File: config.mk
export PLATFORM = sky130hd
export DESIGN_NAME = ir_frame_pulse_distance_sender_top
export DESIGN_NICKNAME = d
export VERILOG_FILES = /design/src/rtl/core/irfps_pkg.sv /design/src/rtl/core/irfps_cfg_regs.sv /design/src/rtl/core/irfps_frame_store.sv /design/src/rtl/core/irfps_sequencer.sv /design/src/rtl/core/ir_frame_pulse_distance_sender_top.sv
export SDC_FILE = /design/constraint.sdc
export NUM_CORES = 1
export LEC_CHECK = 0
export BUFFER_PORTS_ARGS = -buffer_cell sky130_fd_sc_hd__buf_2
export CAP_MARGIN = 20
export CORE_MARGIN = 5
export CORE_UTILIZATION = 55
export CTS_CLUSTER_SIZE = 10
export DETAILED_ROUTE_END_ITERATION = 16
export GPL_ROUTABILITY_DRIVEN = 0
export PLACE_DENSITY = 0.75
export SLEW_MARGIN = 20
export SYNTH_ARGS = -nofsm -noshare
export SYNTH_HDL_FRONTEND = slang
export SYNTH_HIERARCHICAL = 1
export SYNTH_SLANG_ARGS = --single-unit
File: constraint.sdc
create_clock -name clock -period 5.6 [get_ports clock]
set_input_delay 0.28 -clock clock [delete_from_list [all_inputs] [get_ports clock]]
set_output_delay 0.28 -clock clock [all_outputs]
set_load 0.005 [all_outputs]
File: src/rtl/core/irfps_pkg.sv
// ----------------------------------------------------------------------------
// irfps_pkg
// types and constants shared by the ir frame sender modules
// ----------------------------------------------------------------------------
package irfps_pkg;

   // item kinds carried on the request tuser
   localparam logic [1:0] OP_LOAD  = 2'd0;
   localparam logic [1:0] OP_START = 2'd1;
   localparam logic [1:0] OP_TICK  = 2'd2;

   // register indexes on the csr channel
   localparam logic [3:0] CSR_HDR_MARK   = 4'd0;
   localparam logic [3:0] CSR_HDR_SPACE  = 4'd1;
   localparam logic [3:0] CSR_BIT_MARK   = 4'd2;
   localparam logic [3:0] CSR_ONE_SPACE  = 4'd3;
   localparam logic [3:0] CSR_ZERO_SPACE = 4'd4;
   localparam logic [3:0] CSR_TRL_MARK   = 4'd5;
   localparam logic [3:0] CSR_TRL_SPACE  = 4'd6;
   localparam logic [3:0] CSR_REPEAT     = 4'd7;

   // carrier period: high ticks then low ticks
   localparam logic [4:0] CARRIER_HIGH   = 5'd9;
   localparam logic [4:0] CARRIER_PERIOD = 5'd25;

   localparam logic [7:0] BYTE_MASK = 8'hff;

   // check bytes: complement of bytes 5..7 lands in 11..13
   localparam int CHECK_SRC = 5;
   localparam int CHECK_DST = 11;
   localparam int CHECK_LEN = 3;

   typedef enum logic [6:0] {
      PH_IDLE      = 7'b000_0001,
      PH_HDR_MARK  = 7'b000_0010,
      PH_HDR_SPACE = 7'b000_0100,
      PH_BIT_MARK  = 7'b000_1000,
      PH_BIT_SPACE = 7'b001_0000,
      PH_TRL_MARK  = 7'b010_0000,
      PH_TRL_SPACE = 7'b100_0000
   } phase_type;

   typedef struct packed {
      logic [9:0]  header_mark_periods;
      logic [15:0] header_space_us;
      logic [9:0]  bit_mark_periods;
      logic [15:0] one_space_us;
      logic [15:0] zero_space_us;
      logic [9:0]  trailer_mark_periods;
      logic [15:0] trailer_space_us;
      logic [3:0]  repeat_count;
   } cfg_type;

   // frame store control from the sequencer
   typedef struct packed {
      logic load_en;
      logic start_en;
   } store_ctl_type;

   // result word, ir_level in the lowest bit
   typedef struct packed {
      logic accepted;
      logic frame_done;
      logic busy_res;
      logic ir_level;
   } result_type;

endpackage

File: src/rtl/core/irfps_cfg_regs.sv
// ----------------------------------------------------------------------------
// irfps_cfg_regs
// timing and repeat registers written over the csr channel
// ----------------------------------------------------------------------------
module irfps_cfg_regs (
   input  logic              clock,
   input  logic              reset,
   input  logic              wr_en,
   input  logic [3:0]        wr_index,
   input  logic [15:0]       wr_data,
   output irfps_pkg::cfg_type cfg
);
   import irfps_pkg::*;

   cfg_type cfg_ff;
   cfg_type cfg_in;

   always_comb begin
      cfg_in = cfg_ff;
      if (wr_en) begin
         unique case (wr_index)
            CSR_HDR_MARK:   cfg_in.header_mark_periods  = wr_data[9:0];
            CSR_HDR_SPACE:  cfg_in.header_space_us      = wr_data;
            CSR_BIT_MARK:   cfg_in.bit_mark_periods     = wr_data[9:0];
            CSR_ONE_SPACE:  cfg_in.one_space_us         = wr_data;
            CSR_ZERO_SPACE: cfg_in.zero_space_us        = wr_data;
            CSR_TRL_MARK:   cfg_in.trailer_mark_periods = wr_data[9:0];
            CSR_TRL_SPACE:  cfg_in.trailer_space_us     = wr_data;
            CSR_REPEAT:     cfg_in.repeat_count         = wr_data[3:0];
            default: ;
         endcase
      end
   end

   always_ff @(posedge clock) begin
      if (reset) begin
         cfg_ff.header_mark_periods  <= 10'd131;
         cfg_ff.header_space_us      <= 16'd1750;
         cfg_ff.bit_mark_periods     <= 10'd18;
         cfg_ff.one_space_us         <= 16'd1300;
         cfg_ff.zero_space_us        <= 16'd420;
         cfg_ff.trailer_mark_periods <= 10'd17;
         cfg_ff.trailer_space_us     <= 16'd17100;
         cfg_ff.repeat_count         <= 4'd2;
      end else begin
         cfg_ff <= cfg_in;
      end
   end

   assign cfg = cfg_ff;

endmodule

File: src/rtl/core/irfps_frame_store.sv
// ----------------------------------------------------------------------------
// irfps_frame_store
// frame byte registers with load, check-byte fill and one read port
// ----------------------------------------------------------------------------
module irfps_frame_store #(
   parameter  int FRAME_BYTES = 18,
   localparam int IDX_W       = $clog2(FRAME_BYTES)
) (
   input  logic                     clock,
   input  logic                     reset,
   input  irfps_pkg::store_ctl_type ctl,
   input  logic [4:0]               wr_index,
   input  logic [7:0]               wr_value,
   input  logic [IDX_W-1:0]         rd_index,
   output logic [7:0]               rd_data
);
   import irfps_pkg::*;

   logic [7:0] store_ff [FRAME_BYTES];
   logic [7:0] store_in [FRAME_BYTES];

   always_comb begin
      store_in = store_ff;
      if (ctl.load_en) begin
         // out-of-range index is taken but writes nothing
         if ({1'b0, wr_index} < 6'(FRAME_BYTES)) begin
            store_in[wr_index[IDX_W-1:0]] = wr_value;
         end
      end else if (ctl.start_en) begin
         for (int i = 0; i < CHECK_LEN; i++) begin
            store_in[CHECK_DST + i] = BYTE_MASK ^ store_ff[CHECK_SRC + i];
         end
      end
   end

   always_ff @(posedge clock) begin
      if (reset) begin
         store_ff <= '{default: '0};
      end else begin
         store_ff <= store_in;
      end
   end

   always_comb begin
      if ({1'b0, rd_index} < (IDX_W+1)'(FRAME_BYTES)) begin
         rd_data = store_ff[rd_index];
      end else begin
         rd_data = '0;
      end
   end

endmodule

File: src/rtl/core/irfps_sequencer.sv
// ----------------------------------------------------------------------------
// irfps_sequencer
// phase machine and counters for marks, spaces, bits, bytes and passes
// ----------------------------------------------------------------------------
module irfps_sequencer #(
   parameter  int FRAME_BYTES = 18,
   localparam int IDX_W       = $clog2(FRAME_BYTES)
) (
   input  logic                      clock,
   input  logic                      reset,
   input  logic                      step,
   input  logic [1:0]                op,
   input  irfps_pkg::cfg_type        cfg,
   input  logic [7:0]                cur_byte,
   output logic [IDX_W-1:0]          byte_pos,
   output irfps_pkg::store_ctl_type  ctl,
   output irfps_pkg::result_type     result
);
   import irfps_pkg::*;

   phase_type        phase_ff,  phase_in;
   logic [IDX_W-1:0] byte_ff,   byte_in;
   logic [2:0]       bit_ff,    bit_in;
   logic [3:0]       pass_ff,   pass_in;
   logic [9:0]       period_ff, period_in;
   logic [4:0]       carrier_ff, carrier_in;
   logic [15:0]      space_ff,  space_in;
   logic             level_ff,  level_in;

   logic             busy;
   logic             done;
   logic             acc;
   logic [9:0]       mark_len;
   logic [15:0]      space_len;
   logic [15:0]      bit_space;
   logic [4:0]       carrier_next;
   logic [IDX_W:0]   byte_next;

   function automatic logic [15:0] at_least_one(input logic [15:0] v);
      return (v == 16'd0) ? 16'd1 : v;
   endfunction

   assign busy = (phase_ff != PH_IDLE);

   // limits of the running mark and space
   always_comb begin
      unique case (phase_ff)
         PH_HDR_MARK: mark_len = 10'(at_least_one({6'd0, cfg.header_mark_periods}));
         PH_BIT_MARK: mark_len = 10'(at_least_one({6'd0, cfg.bit_mark_periods}));
         default:     mark_len = 10'(at_least_one({6'd0, cfg.trailer_mark_periods}));
      endcase
      bit_space = cur_byte[bit_ff] ? cfg.one_space_us : cfg.zero_space_us;
      unique case (phase_ff)
         PH_HDR_SPACE: space_len = at_least_one(cfg.header_space_us);
         PH_BIT_SPACE: space_len = at_least_one(bit_space);
         default:      space_len = at_least_one(cfg.trailer_space_us);
      endcase
   end

   assign carrier_next = carrier_ff + 5'd1;
   assign byte_next    = {1'b0, byte_ff} + (IDX_W+1)'(1);

   always_comb begin
      phase_in   = phase_ff;
      byte_in    = byte_ff;
      bit_in     = bit_ff;
      pass_in    = pass_ff;
      period_in  = period_ff;
      carrier_in = carrier_ff;
      space_in   = space_ff;
      level_in   = level_ff;
      done       = 1'b0;
      acc        = 1'b0;
      ctl        = '0;
      if (step) begin
         unique case (op)
            OP_LOAD: begin
               if (!busy) begin
                  ctl.load_en = 1'b1;
                  acc         = 1'b1;
               end
            end
            OP_START: begin
               if (!busy) begin
                  ctl.start_en = 1'b1;
                  acc          = 1'b1;
                  phase_in     = PH_HDR_MARK;
                  byte_in      = '0;
                  bit_in       = '0;
                  pass_in      = '0;
                  period_in    = '0;
                  carrier_in   = '0;
                  space_in     = '0;
               end
            end
            OP_TICK: begin
               unique case (phase_ff)
                  PH_HDR_MARK, PH_BIT_MARK, PH_TRL_MARK: begin
                     level_in = (carrier_ff < CARRIER_HIGH);
                     if (carrier_next >= CARRIER_PERIOD) begin
                        carrier_in = '0;
                        if ({1'b0, period_ff} + 11'd1 >= {1'b0, mark_len}) begin
                           period_in = '0;
                           space_in  = '0;
                           unique case (phase_ff)
                              PH_HDR_MARK: phase_in = PH_HDR_SPACE;
                              PH_BIT_MARK: phase_in = PH_BIT_SPACE;
                              default:     phase_in = PH_TRL_SPACE;
                           endcase
                        end else begin
                           period_in = period_ff + 10'd1;
                        end
                     end else begin
                        carrier_in = carrier_next;
                     end
                  end
                  PH_HDR_SPACE, PH_BIT_SPACE, PH_TRL_SPACE: begin
                     level_in = 1'b0;
                     if ({1'b0, space_ff} + 17'd1 >= {1'b0, space_len}) begin
                        space_in = '0;
                        unique case (phase_ff)
                           PH_HDR_SPACE: phase_in = PH_BIT_MARK;
                           PH_BIT_SPACE: begin
                              if (bit_ff == 3'd7) begin
                                 bit_in = '0;
                                 // last byte sent: on to the trailer
                                 if (byte_next >= (IDX_W+1)'(FRAME_BYTES)) begin
                                    byte_in  = '0;
                                    phase_in = PH_TRL_MARK;
                                 end else begin
                                    byte_in  = byte_next[IDX_W-1:0];
                                    phase_in = PH_BIT_MARK;
                                 end
                              end else begin
                                 bit_in   = bit_ff + 3'd1;
                                 phase_in = PH_BIT_MARK;
                              end
                           end
                           default: begin
                              if ({1'b0, pass_ff} + 5'd1 >=
                                  5'(at_least_one({12'd0, cfg.repeat_count}))) begin
                                 pass_in  = '0;
                                 phase_in = PH_IDLE;
                                 done     = 1'b1;
                              end else begin
                                 pass_in  = pass_ff + 4'd1;
                                 phase_in = PH_HDR_MARK;
                              end
                           end
                        endcase
                     end else begin
                        space_in = space_ff + 16'd1;
                     end
                  end
                  default: begin
                     phase_in = PH_IDLE;
                     level_in = 1'b0;
                  end
               endcase
            end
            default: ;
         endcase
      end
   end

   always_ff @(posedge clock) begin
      if (reset) begin
         phase_ff   <= PH_IDLE;
         byte_ff    <= '0;
         bit_ff     <= '0;
         pass_ff    <= '0;
         period_ff  <= '0;
         carrier_ff <= '0;
         space_ff   <= '0;
         level_ff   <= 1'b0;
      end else begin
         phase_ff   <= phase_in;
         byte_ff    <= byte_in;
         bit_ff     <= bit_in;
         pass_ff    <= pass_in;
         period_ff  <= period_in;
         carrier_ff <= carrier_in;
         space_ff   <= space_in;
         level_ff   <= level_in;
      end
   end

   assign byte_pos          = byte_ff;
   assign result.ir_level   = level_in;
   assign result.busy_res   = (phase_in != PH_IDLE);
   assign result.frame_done = done;
   assign result.accepted   = acc;

endmodule

File: src/rtl/core/ir_frame_pulse_distance_sender_top.sv
// ----------------------------------------------------------------------------
// ir_frame_pulse_distance_sender_top
// pulse-distance infrared frame sender with 40 khz carrier marks
// ----------------------------------------------------------------------------
// usage
//   req channel: one word per item; tuser holds the kind (load, start, tick),
//   tdata holds the byte index and byte value for a load.
//   rsp channel: one word per request word, in order, giving the line level,
//   busy flag, frame-done pulse and accepted flag after that item.
//   csr channel: index/data writes to the timing and repeat registers, always
//   ready; write only while no item is in flight.
//   path: a request word taken sits in the input register, the sequencer
//   steps on it and loads the response register, which offers the response;
//   a stalled response holds the sequencer step back.
//   throughput: one item per cycle while the response side does not stall,
//   with one phase and counter update in the sequencer per item.
//   stalls: while rsp_tready is low the response word holds; one further
//   request is taken into the input register, then req_tready drops.
//   reset: synchronous; registers return to their defaults, the frame store
//   clears to zero, the sequencer goes idle with the line low and both
//   pipeline registers empty.
// ----------------------------------------------------------------------------
module ir_frame_pulse_distance_sender_top #(
   parameter int FRAME_BYTES = 18
) (
   input  logic        clock,
   input  logic        reset,
   // request channel
   input  logic        req_tvalid,
   output logic        req_tready,
   input  logic [15:0] req_tdata,   // byte_index[4:0], byte_value[12:5], zero pad
   input  logic [1:0]  req_tuser,   // op[1:0]
   // response channel
   output logic        rsp_tvalid,
   input  logic        rsp_tready,
   output logic [7:0]  rsp_tdata,   // ir_level[0], busy_res[1], frame_done[2],
                                    // accepted[3], zero pad
   // configuration write channel
   input  logic        csr_valid,
   output logic        csr_ready,
   input  logic [3:0]  csr_index,
   input  logic [15:0] csr_data
);
   import irfps_pkg::*;

   localparam int IDX_W = $clog2(FRAME_BYTES);

   // input register
   logic        in_valid_ff, in_valid_in;
   logic [1:0]  in_op_ff;
   logic [4:0]  in_idx_ff;
   logic [7:0]  in_val_ff;

   // response register
   logic        rsp_valid_ff, rsp_valid_in;
   result_type  rsp_data_ff;

   logic             step;
   logic             req_take;
   cfg_type          cfg;
   store_ctl_type    ctl;
   result_type       result;
   logic [IDX_W-1:0] byte_pos;
   logic [7:0]       cur_byte;

   // the sequencer steps when the input register holds an item and the response register can take its result
   assign step       = in_valid_ff && (!rsp_valid_ff || rsp_tready);
   assign req_tready = !in_valid_ff || step;
   assign req_take   = req_tvalid && req_tready;
   assign csr_ready  = 1'b1;

   assign in_valid_in  = req_take || (in_valid_ff && !step);
   assign rsp_valid_in = step || (rsp_valid_ff && !rsp_tready);

   always_ff @(posedge clock) begin
      if (reset) begin
         in_valid_ff  <= 1'b0;
         rsp_valid_ff <= 1'b0;
      end else begin
         in_valid_ff  <= in_valid_in;
         rsp_valid_ff <= rsp_valid_in;
      end
   end

   // payload registers, no reset needed
   always_ff @(posedge clock) begin
      if (req_take) begin
         in_op_ff  <= req_tuser;
         in_idx_ff <= req_tdata[4:0];
         in_val_ff <= req_tdata[12:5];
      end
      if (step) begin
         rsp_data_ff <= result;
      end
   end

   irfps_cfg_regs u_cfg_regs (
      .clock    (clock),
      .reset    (reset),
      .wr_en    (csr_valid && csr_ready),
      .wr_index (csr_index),
      .wr_data  (csr_data),
      .cfg      (cfg)
   );

   irfps_frame_store #(
      .FRAME_BYTES (FRAME_BYTES)
   ) u_frame_store (
      .clock    (clock),
      .reset    (reset),
      .ctl      (ctl),
      .wr_index (in_idx_ff),
      .wr_value (in_val_ff),
      .rd_index (byte_pos),
      .rd_data  (cur_byte)
   );

   irfps_sequencer #(
      .FRAME_BYTES (FRAME_BYTES)
   ) u_sequencer (
      .clock    (clock),
      .reset    (reset),
      .step     (step),
      .op       (in_op_ff),
      .cfg      (cfg),
      .cur_byte (cur_byte),
      .byte_pos (byte_pos),
      .ctl      (ctl),
      .result   (result)
   );

   assign rsp_tvalid = rsp_valid_ff;
   assign rsp_tdata  = {4'd0, rsp_data_ff};

endmodule

==> results.yml, run 1 <==
run_status:
  outcome: "complete, no violations"
floorplanning:
  rows: 62
  fp.dieW_um: 180
  initial_utilization_pct: 55.5
  die_height_um: 180
  io_pins: 54
  die-area_mm2: 0.0324
  core_area_mm2: 0.0286
power:
  total_power_mw: 4.72
  max-vdd-ir-drop_v: 0.000257
  p_leak_nw: 6.65
  powerDensity_mw_per_mm2: 269
worst_setup_path:
  crit_path_top_delay_cell: "mux4_2"
  path_max_fanout: 14
  end_kind: "flop"
  crit_arrival_ps: 5670
  critPathRequiredTime_ps: 5860
  cp_common_cell: "buf_4"
  cp-start-kind: "flop"
  path_class: "flop to flop"
  slowest_delay_ps: 540
  path_cells: "buf_12, buf_4, mux4_2, mux2i_1, o221ai_1, mux4_2, mux2i_4, buf_4, clkbuf_16, buf_4, mux2i_1, nand4_1, o21ai_0, a21o_1, ha_1, inv_1, a2111oi_2, o21ai_1, nor4bb_2, or3_4, a31o_4, o2bb2ai_2, a211o_1"
place:
  hpwlAfterDp_um: 27500
  port_buffers: 45
  dp_cells: 2076
synthesis:
  ys_async_sr_fraction_pct: 0
  synth_edf_count: 19
  synth_cell_type_count: 86
  netlist_area_mm2: 0.0159
  ys.flop_type: "dfxtp_1"
  synthCells: 1756
  syn_area_per_cell_um2: 9.05
  synth_seq_area_share_pct: 40.8
  yosys_warnings: 6
  synth.ff_latch_count: 314
cts:
  cts_buffer_depth: 3
  cts_max_level: 2
  clk_pin_slew_worst_paths_ps: 60
  clk_latency_ps: 520
  numCtsBuffers: 38
  cts.sinks: 314
  cts.root.buffer_cell: "clkbuf_16"
  cts_tree: "built"
route:
  vias: 13200
  drc: 0
  routed_wl_um: 41900
  post_drt_wl_per_cell_um: 19.4
  vias_per_cell: 6.13
  drtIter0Drc: 1328
  dr.pass1.iters: 6
  postRouteAntennaNets: 0
timing:
  drv_slew: 0
  finalClockSkew_ps: 25.9
  setup_viol_count_final: 0
  period_share_pct: 96.6
  fmax_mhz: 185
  tightest_slew_ps: 975
  relSlewSlack_pct: 34.4
  hold_violations: 0
  period_minus_slack_ps: 5410
flow_run:
  drv_cap: 0
cells_and_area:
  syn_to_final_growth_pct: 10.5
  nNetsFinal: 1842
  num_antenna_cells: 0
  drive_gt1_share_pct: 12.2
  stdcell_count: 2159
  n_fill_cell: 2401
global_route:
  grt_pass1_vias: 13000
  antenna_found_initial: 0
  overflow: 0
  grt_first_pass_wirelength_um: 66600
  grt_max_degree: 161
  grtUsageTotal_pct: 24.3
min_path:
  hp-class: "input pin to flop"
worst max-delay path: cells and delay by family (launching register included):
kind	cells	cell delay, ps
AND/OR/NAND/NOR	3	690
buffers and inverters	6	790
multiplexers	5	1700
AO/OA/AOI/OAI	8	1470
adder cells (fa/ha/maj)	1	120
flip-flops	1	380
power breakdown:
group / internal [mW] / switching, mW
Clock: 1.26 / 0.907
Sequential: 2.28 / 0.0422
Combinational: 0.0837 / 0.143
Total: 3.63 / 1.09
state kept, by name, indices dropped and copies added (netlist names):
register,cells
u_frame_store/store_ff,144
u_cfg_regs/cfg,98
u_sequencer/space_ff,16
u_sequencer/period_ff,10
in_val_ff,8
u_sequencer/phase_ff,7
in_idx_ff,5
u_sequencer/byte_pos,5
u_sequencer/carrier_ff,5
rsp_tdata,4
u_sequencer/pass_ff,4
u_sequencer/bit_ff,3
in_op_ff,2
in_valid_ff,1
rsp_tvalid,1
u_sequencer/level_ff,1
layout by cell type (no fill, tap or decap), types with 6 or more instances in the layout:
| cell | instances |
|---|---|
| or2_2 | 14 |
| edfxtp_1 | 19 |
| clkbuf_16 | 39 |
| nor3_1 | 14 |
| xor2_1 | 11 |
| inv_1 | 28 |
| a221oi_1 | 34 |
| nor2b_1 | 11 |
| o21ai_1 | 7 |
| dfxtp_1 | 292 |
| nand2b_1 | 81 |
| xnor2_1 | 14 |
| buf_4 | 28 |
| nor4_1 | 22 |
| a21oi_1 | 155 |
| o211ai_1 | 6 |
| nor2_1 | 176 |
| and2_1 | 11 |
| nand4_1 | 6 |
| mux2i_1 | 165 |
| dlygate4sd3_1 | 15 |
| nand2_1 | 164 |
| a22o_1 | 12 |
| clkbuf_1 | 14 |
| buf_2 | 44 |
| mux4_2 | 31 |
| a31oi_1 | 12 |
| ha_1 | 42 |
| a222oi_1 | 8 |
| nand3_1 | 131 |
| and3_1 | 14 |
| o21ai_0 | 34 |
stage by stage:
stage               area, µm²  utilization [%]  setup WS, ps  hold slack, ps  setup TNS, ps
global route            17500             61.3         -18.7            21.4          -18.7
floorplan               15900                -          9.38             342              0
CTS                     17400             60.9          46.4            1.20              0
finish                  17500             61.3           193            15.3              0
detailed placement      16200             56.6          46.9             446              0
global placement        16200             56.6           103             439              0
cell usage after synthesis (3+ instances only):
master / count / share of area, %
a21oi_1: 156 / 4.9
mux2_2: 5 / 0.35
o211ai_1: 6 / 0.28
nor4b_1: 3 / 0.17
nor4_1: 22 / 0.87
buf_6: 6 / 0.43
a21o_1: 4 / 0.19
dfxtp_1: 295 / 37
nor4bb_1: 3 / 0.19
nand3_1: 131 / 4.1
nor4_2: 3 / 0.24
a22oi_1: 5 / 0.24
nand3b_1: 5 / 0.24
buf_4: 17 / 0.80
ha_1: 42 / 3.3
inv_1: 28 / 0.66
buf_1: 9 / 0.21
or2_2: 14 / 0.55
xnor2_1: 14 / 0.77
o22a_1: 5 / 0.28
a222oi_1: 8 / 0.50
and4_1: 3 / 0.17
clkbuf_1: 65 / 1.5
and3_1: 14 / 0.55
o21ai_1: 5 / 0.16
xor2_1: 11 / 0.61
mux4_2: 31 / 4.4
a21oi_2: 3 / 0.17
a22o_1: 12 / 0.66
mux2i_1: 165 / 10
o21ai_0: 36 / 1.1
nand2_2: 4 / 0.16
nand2b_1: 81 / 3.2
nor2b_1: 13 / 0.51
edfxtp_1: 19 / 3.6
nor2_1: 177 / 4.2
buf_2: 38 / 1.2
nand2_1: 164 / 3.9
nand4_1: 6 / 0.24
and2_1: 11 / 0.43
nor3_1: 14 / 0.44
a221oi_1: 34 / 1.9
a31oi_1: 12 / 0.47
o221ai_1: 3 / 0.17
timing repair:
item                       4_1_cts  5_1_grt
resized for setup                0       10
setup buffers                    0        9
hold endpoints to repair        15        0
hold buffers                    15        0
setup endpoints to repair        0       25
logic make-up after synthesis:
kind of cell | count (synthesis) | share of synthesized area [%]
flip-flops | 314 | 40.8
other | 2 | 0.0473
buffers and inverters | 165 | 4.90
AND/OR/NAND/NOR | 693 | 22.0
XOR/XNOR | 25 | 1.38
AO/OA/AOI/OAI | 313 | 12.4
multiplexers | 202 | 15.2
adder cells (fa/ha/maj) | 42 | 3.31
area by class of cell:
class	count	area (µm²)	area share, %
clock buffers	53	1020	5.80
well taps	384	480	2.74
inverters	28	105	0.599
repair buffers	95	731	4.16
multi-input cells	1280	8690	49.5
flip-flops and latches	314	6480	36.9
clock inverters	5	43.8	0.250
path summary, 6_finish.rpt:
path	from	end	slack (ps)	cells past startpoint
min reg2reg	u_frame_store/store_ff[61]$_SDFFE_PP0P_	u_frame_store/store_ff[61]$_SDFFE_PP0P_	450	2
min	req_tvalid	in_valid_ff$_SDFF_PP0_	20	3
max	u_sequencer/byte_pos[0]$_SDFFE_PP0P_	rsp_tdata[1]$_DFFE_PP_	190	23
max reg2reg	u_sequencer/byte_pos[0]$_SDFFE_PP0P_	rsp_tdata[1]$_DFFE_PP_	190	23
metal layers:
layer | global-route usage [%] | up-vias | part of all wire, %
li1 | - | 6243 | -
met1 | 30.6 | 6405 | 41
met2 | 42.8 | 467 | 50
met3 | 3.01 | 113 | 5.6
met4 | 9.30 | 0 | 3.8
met5 | 0 | - | 0
No activity file was read; power rests on OpenSTA's default activity.
==> inputs of run 2 (changes only) <==
Settings changed: CORE_ASPECT_RATIO from default to 1.75.
==> results.yml, run 2 (synthesis gave the netlist of run 1 again) <==
worst_setup_path:
  r2r_end: "rsp_tdata[1]$_DFFE_PP_"
  cpLargestDelayFamily: "multiplexers"
  reg2reg_from: "u_sequencer/byte_pos[0]$_SDFFE_PP0P_"
  slowest_delay_ps: 540
  path_max_fanout: 10
  r2r_cells: 20
  crit_buf_inv: 3
  cp-start-kind: "flop"
  end_kind: "flop"
  path_cells: "buf_4, mux4_2, mux2i_1, buf_4, o22a_1, o21ai_1, mux4_2, mux2i_4, buf_12, mux2_2, a222oi_1, ha_1, nand4_1, a2111oi_1, o21ai_1, nor4bb_2, or3_4, a31o_4, o2bb2ai_2, a211o_1"
  path_class: "flop to flop"
  crit_path_top_delay_cell: "mux4_2"
  crit_arrival_ps: 5670
  critPathRequiredTime_ps: 5880
  r2r_setup_slack_ps: 210
cells_and_area:
  num_antenna_cells: 0
  top_register: "u_frame_store/store_ff"
  final_cell_mix: "dfxtp_1 (293), nor2_1 (176), mux2i_1 (165)"
  fin_area_mm2: 0.0176
  syn_to_final_growth_pct: 10.7
  drive_gt1_share_pct: 12.5
  n_fill_cell: 2372
  stdcell_count: 2157
  mostFrequentLayoutCell: "dfxtp_1"
  largest_reg_flops: 144
  nNetsFinal: 1855
flow_run:
  drv_cap: 0
floorplanning:
  io_pins: 54
  initial_utilization_pct: 55.5
  die-area_mm2: 0.0325
  rows: 82
  fp.dieW_um: 138
  core_area_mm2: 0.0286
  die_height_um: 235
timing:
  finalClockSkew_ps: 27.5
  setup_viol_count_final: 0
  period_share_pct: 96.3
  relSlewSlack_pct: 31.5
  hold_violations: 0
  tns_ps: 0
  tightest_slew_ps: 1030
  fmax_mhz: 185
  drv_slew: 0
  setup_ws_ps: 209
  period_minus_slack_ps: 5390
route:
  postRouteAntennaNets: 0
  drtIter0Drc: 1109
  vias: 13200
  drc: 0
  dr.pass1.iters: 5
  routed_wl_um: 42800
  post_drt_wl_per_cell_um: 19.8
  vias_per_cell: 6.13
min_path:
  worstHoldStart: "csr_data[15]"
  whs_endpoint: "u_cfg_regs/cfg[19]$_SDFFE_PP0P_"
  min_path_cells: 3
  hp-class: "input pin to flop"
cts:
  cts.root.buffer_cell: "clkbuf_16"
  cts_buffer_depth: 3
  clk_latency_ps: 540
  cts_max_level: 2
  clk_pin_slew_worst_paths_ps: 60
  cts.sinks: 314
  cts_tree: "built"
  numCtsBuffers: 37
global_route:
  grt_pass1_vias: 13200
  grt_first_pass_wirelength_um: 67200
  overflow: 0
  grt_max_degree: 197
  antenna_found_initial: 0
  grtUsageTotal_pct: 25.0
place:
  dp_cells: 2087
  port_buffers: 45
  placed_area_mm2: 0.0163
  dp_worst_setup_slack_ps: 28.2
  hpwlAfterDp_um: 29500
power:
  max-vdd-ir-drop_v: 0.000247
  p_leak_nw: 6.69
  powerDensity_mw_per_mm2: 265
run_status:
  outcome: "complete, no violations"
==> run 2: final cells by class <==
| cell class | count | area [µm²] | share of cell area [%] |
|---|---|---|---|
| clock buffer | 44 | 962 | 5.47 |
| clock inverter | 4 | 46.3 | 0.263 |
| timing repair buffer | 109 | 845 | 4.80 |
| inverter | 28 | 105 | 0.598 |
| sequential | 314 | 6480 | 36.8 |
| multi-input combinational | 1280 | 8680 | 49.3 |
| tap | 378 | 473 | 2.69 |
==> run 2: worst min-delay path, stage by stage <==
cell     delay (ps)
buf_2           100
nand3_1          60
a21oi_1          50
==> run 2: layer usage <==
layer | GRT usage, % | wire [µm] | vias to the layer above
met2 | 45.7 | 22200 | 480
met4 | 18.8 | 3560 | 0
met1 | 25.6 | 15200 | 6289
li1 | - | - | 6254
met5 | 0 | 0 | -
met3 | 3.21 | 1770 | 205
==> run 2: power by group <==
part / internal [mW] / switching, mW / total, mW / leakage (nW)
sequential: 2.28 / 0.0464 / 2.33 / 2.57
clock: 1.21 / 0.899 / 2.10 / 0.492
combinational: 0.0866 / 0.142 / 0.228 / 3.63
total: 3.58 / 1.09 / 4.66 / 6.69
==> run 2: how the worst max path moves through the flow <==
stage                                    startpoint  cells past startpoint                      to  slack (ps)
6_report       u_sequencer/byte_pos[0]$_SDFFE_PP0P_                     20  rsp_tdata[1]$_DFFE_PP_         210
5_1_grt        u_sequencer/byte_pos[0]$_SDFFE_PP0P_                     23  rsp_tdata[1]$_DFFE_PP_          -1
4_1_cts        u_sequencer/byte_pos[0]$_SDFFE_PP0P_                     18  rsp_tdata[1]$_DFFE_PP_         130
3_5_place_dp   u_sequencer/byte_pos[0]$_SDFFE_PP0P_                     18  rsp_tdata[1]$_DFFE_PP_          30
3_3_place_gp   u_sequencer/byte_pos[0]$_SDFFE_PP0P_                     18  rsp_tdata[1]$_DFFE_PP_           6
2_1_floorplan  u_sequencer/byte_pos[0]$_SDFFE_PP0P_                     20  rsp_tdata[1]$_DFFE_PP_           9
==> run 2: what timing repair did <==
action                                  4_1_cts  5_1_grt
endpoints found under the setup margin        1       23
buffers inserted                              0        4
hold buffers                                 17        0
resized for setup                             1        6
hold endpoints to repair                     17        0
cloned                                        0        1
==> run 2: per-stage QoR <==
step           hold WS, ps  utilization, %  power [mW]
2_1_floorplan          342               -        2.51
3_3_place_gp           438            57.0        2.59
3_5_place_dp           446            57.0        2.59
4_1_cts               2.18            61.1        4.70
5_1_grt               27.4            61.4        4.81
6_report              17.5            61.4        4.66
==> inputs of run 3 (changes only) <==
Settings changed: CTS_CLUSTER_SIZE 10 to default, RECOVER_POWER from default to 25.
==> results.yml, run 3 (synthesis gave the netlist of run 1 again) <==
run_status:
  outcome: "complete, no violations"
floorplanning:
  core_area_mm2: 0.0286
  fp.dieW_um: 138
  io_pins: 54
  die_height_um: 235
  initial_utilization_pct: 55.5
  die-area_mm2: 0.0325
  rows: 82
worst_setup_path:
  r2r_end: "rsp_tdata[1]$_DFFE_PP_"
  path_class: "flop to flop"
  crit_path_top_delay_cell: "mux4_2"
  r2r_setup_slack_ps: 200
  crit_arrival_ps: 5730
  cp-start-kind: "flop"
  cpLargestDelayFamily: "multiplexers"
  crit_buf_inv: 2
  slowest_delay_ps: 550
  path_max_fanout: 10
  path_cells: "buf_12, mux4_2, mux2i_1, o22a_1, o21ai_0, mux4_2, mux2i_4, buf_12, mux2_2, a222oi_1, ha_1, nand4_1, a2111oi_1, o21ai_1, nor4bb_2, or3_4, a31o_4, o2bb2ai_2, a211o_1"
  end_kind: "flop"
  crit_start: "u_sequencer/byte_pos[0]$_SDFFE_PP0P_"
  reg2reg_from: "u_sequencer/byte_pos[0]$_SDFFE_PP0P_"
  critPathRequiredTime_ps: 5930
  r2r_cells: 19
cells_and_area:
  fin_area_mm2: 0.0177
  final_cell_mix: "dfxtp_1 (293), nor2_1 (176), nand2_1 (168)"
  mostFrequentLayoutCell: "dfxtp_1"
  drive_gt1_share_pct: 12.2
  nNetsFinal: 1858
  syn_to_final_growth_pct: 11.4
  top_register: "u_frame_store/store_ff"
  num_antenna_cells: 0
  stdcell_count: 2175
  largest_reg_flops: 144
  utilization_pct: 61.8
min_path:
  worstHoldStart: "csr_data[14]"
  min_path_cells: 3
  hp-class: "input pin to flop"
  whs_endpoint: "u_cfg_regs/cfg[18]$_SDFFE_PP1P_"
timing:
  rsz0062_at_grt: "false"
  fmax_mhz: 185
  hold_violations: 0
  setup_ws_ps: 205
  drv_slew: 0
  finalClockSkew_ps: 13.2
  period_minus_slack_ps: 5400
  tightest_slew_ps: 1030
  tns_ps: 0
  relSlewSlack_pct: 31.3
  period_share_pct: 96.3
  hold_ws_ps: 19.8
  setup_viol_count_final: 0
power:
  powerDensity_mw_per_mm2: 266
  total_power_mw: 4.70
  max-vdd-ir-drop_v: 0.000279
  p_leak_nw: 6.70
place:
  port_buffers: 45
  dp_worst_setup_slack_ps: 28.2
  placed_area_mm2: 0.0163
  hpwlAfterDp_um: 29500
  dp_cells: 2087
global_route:
  grt_pass1_vias: 13200
  grtUsageTotal_pct: 24.9
  antenna_found_initial: 0
  grt_max_degree: 197
  overflow: 0
  grt_first_pass_wirelength_um: 67100
route:
  vias: 13300
  routed_wl_um: 42500
  postRouteAntennaNets: 0
  drc: 0
  dr.pass1.iters: 5
  vias_per_cell: 6.12
  post_drt_wl_per_cell_um: 19.6
  drtIter0Drc: 1134
cts:
  clk_latency_ps: 580
  cts_max_level: 1
  cts.sinks: 314
  cts_buffer_depth: 3
  cts.root.buffer_cell: "clkbuf_16"
  numCtsBuffers: 30
  clk_pin_slew_worst_paths_ps: 70
  cts_tree: "built"
flow_run:
  drv_cap: 0
[run 3: repair_timing]
action / CTS / global route
hold endpoints to repair: 33 / 0
resized for setup: 0 / 8
hold buffers: 31 / 0
endpoints found under the setup margin: 0 / 34
setup buffers: 0 / 1
[run 3: how the worst max path moves through the flow]
stage,to,cells after the start
after CTS,rsp_tdata[1]$_DFFE_PP_,18
after global placement,rsp_tdata[1]$_DFFE_PP_,18
after detailed placement,rsp_tdata[1]$_DFFE_PP_,18
after global routing,rsp_tdata[1]$_DFFE_PP_,22
final,rsp_tdata[1]$_DFFE_PP_,19
after floorplan,rsp_tdata[1]$_DFFE_PP_,20
[run 3: worst reg2reg max path, cell delays in order, from the launching register on]
cell,delay [ps]
dfxtp_4,380
buf_12,150
mux4_2,560
mux2i_1,270
o22a_1,180
o21ai_0,70
mux4_2,510
mux2i_4,180
buf_12,160
mux2_2,350
a222oi_1,290
ha_1,200
nand4_1,120
a2111oi_1,380
o21ai_1,120
nor4bb_2,220
or3_4,350
a31o_4,220
o2bb2ai_2,120
a211o_1,290
[run 3: metal layers]
| layer | share of wire, % | global-route usage [%] | up-vias |
|---|---|---|---|
| li1 | - | - | 6291 |
| met1 | 36 | 25.9 | 6384 |
| met2 | 52 | 45.4 | 458 |
| met3 | 4.3 | 2.60 | 187 |
| met4 | 8.1 | 18.7 | 0 |
| met5 | 0 | 0 | - |
[run 3: report_power, final]
group / switching, mW / internal [mW]
clock network: 0.902 / 1.24
logic: 0.142 / 0.0906
registers: 0.0460 / 2.28
total: 1.09 / 3.61
[run 3: final cells by class]
| type | count | area [µm²] |
|---|---|---|
| sequential | 314 | 6480 |
| clock inverter | 13 | 169 |
| inverter | 28 | 105 |
| fill | 2360 | 10900 |
| clock buffer | 43 | 880 |
| tap | 378 | 473 |
| timing repair buffer | 119 | 932 |
| multi-input combinational | 1280 | 8650 |
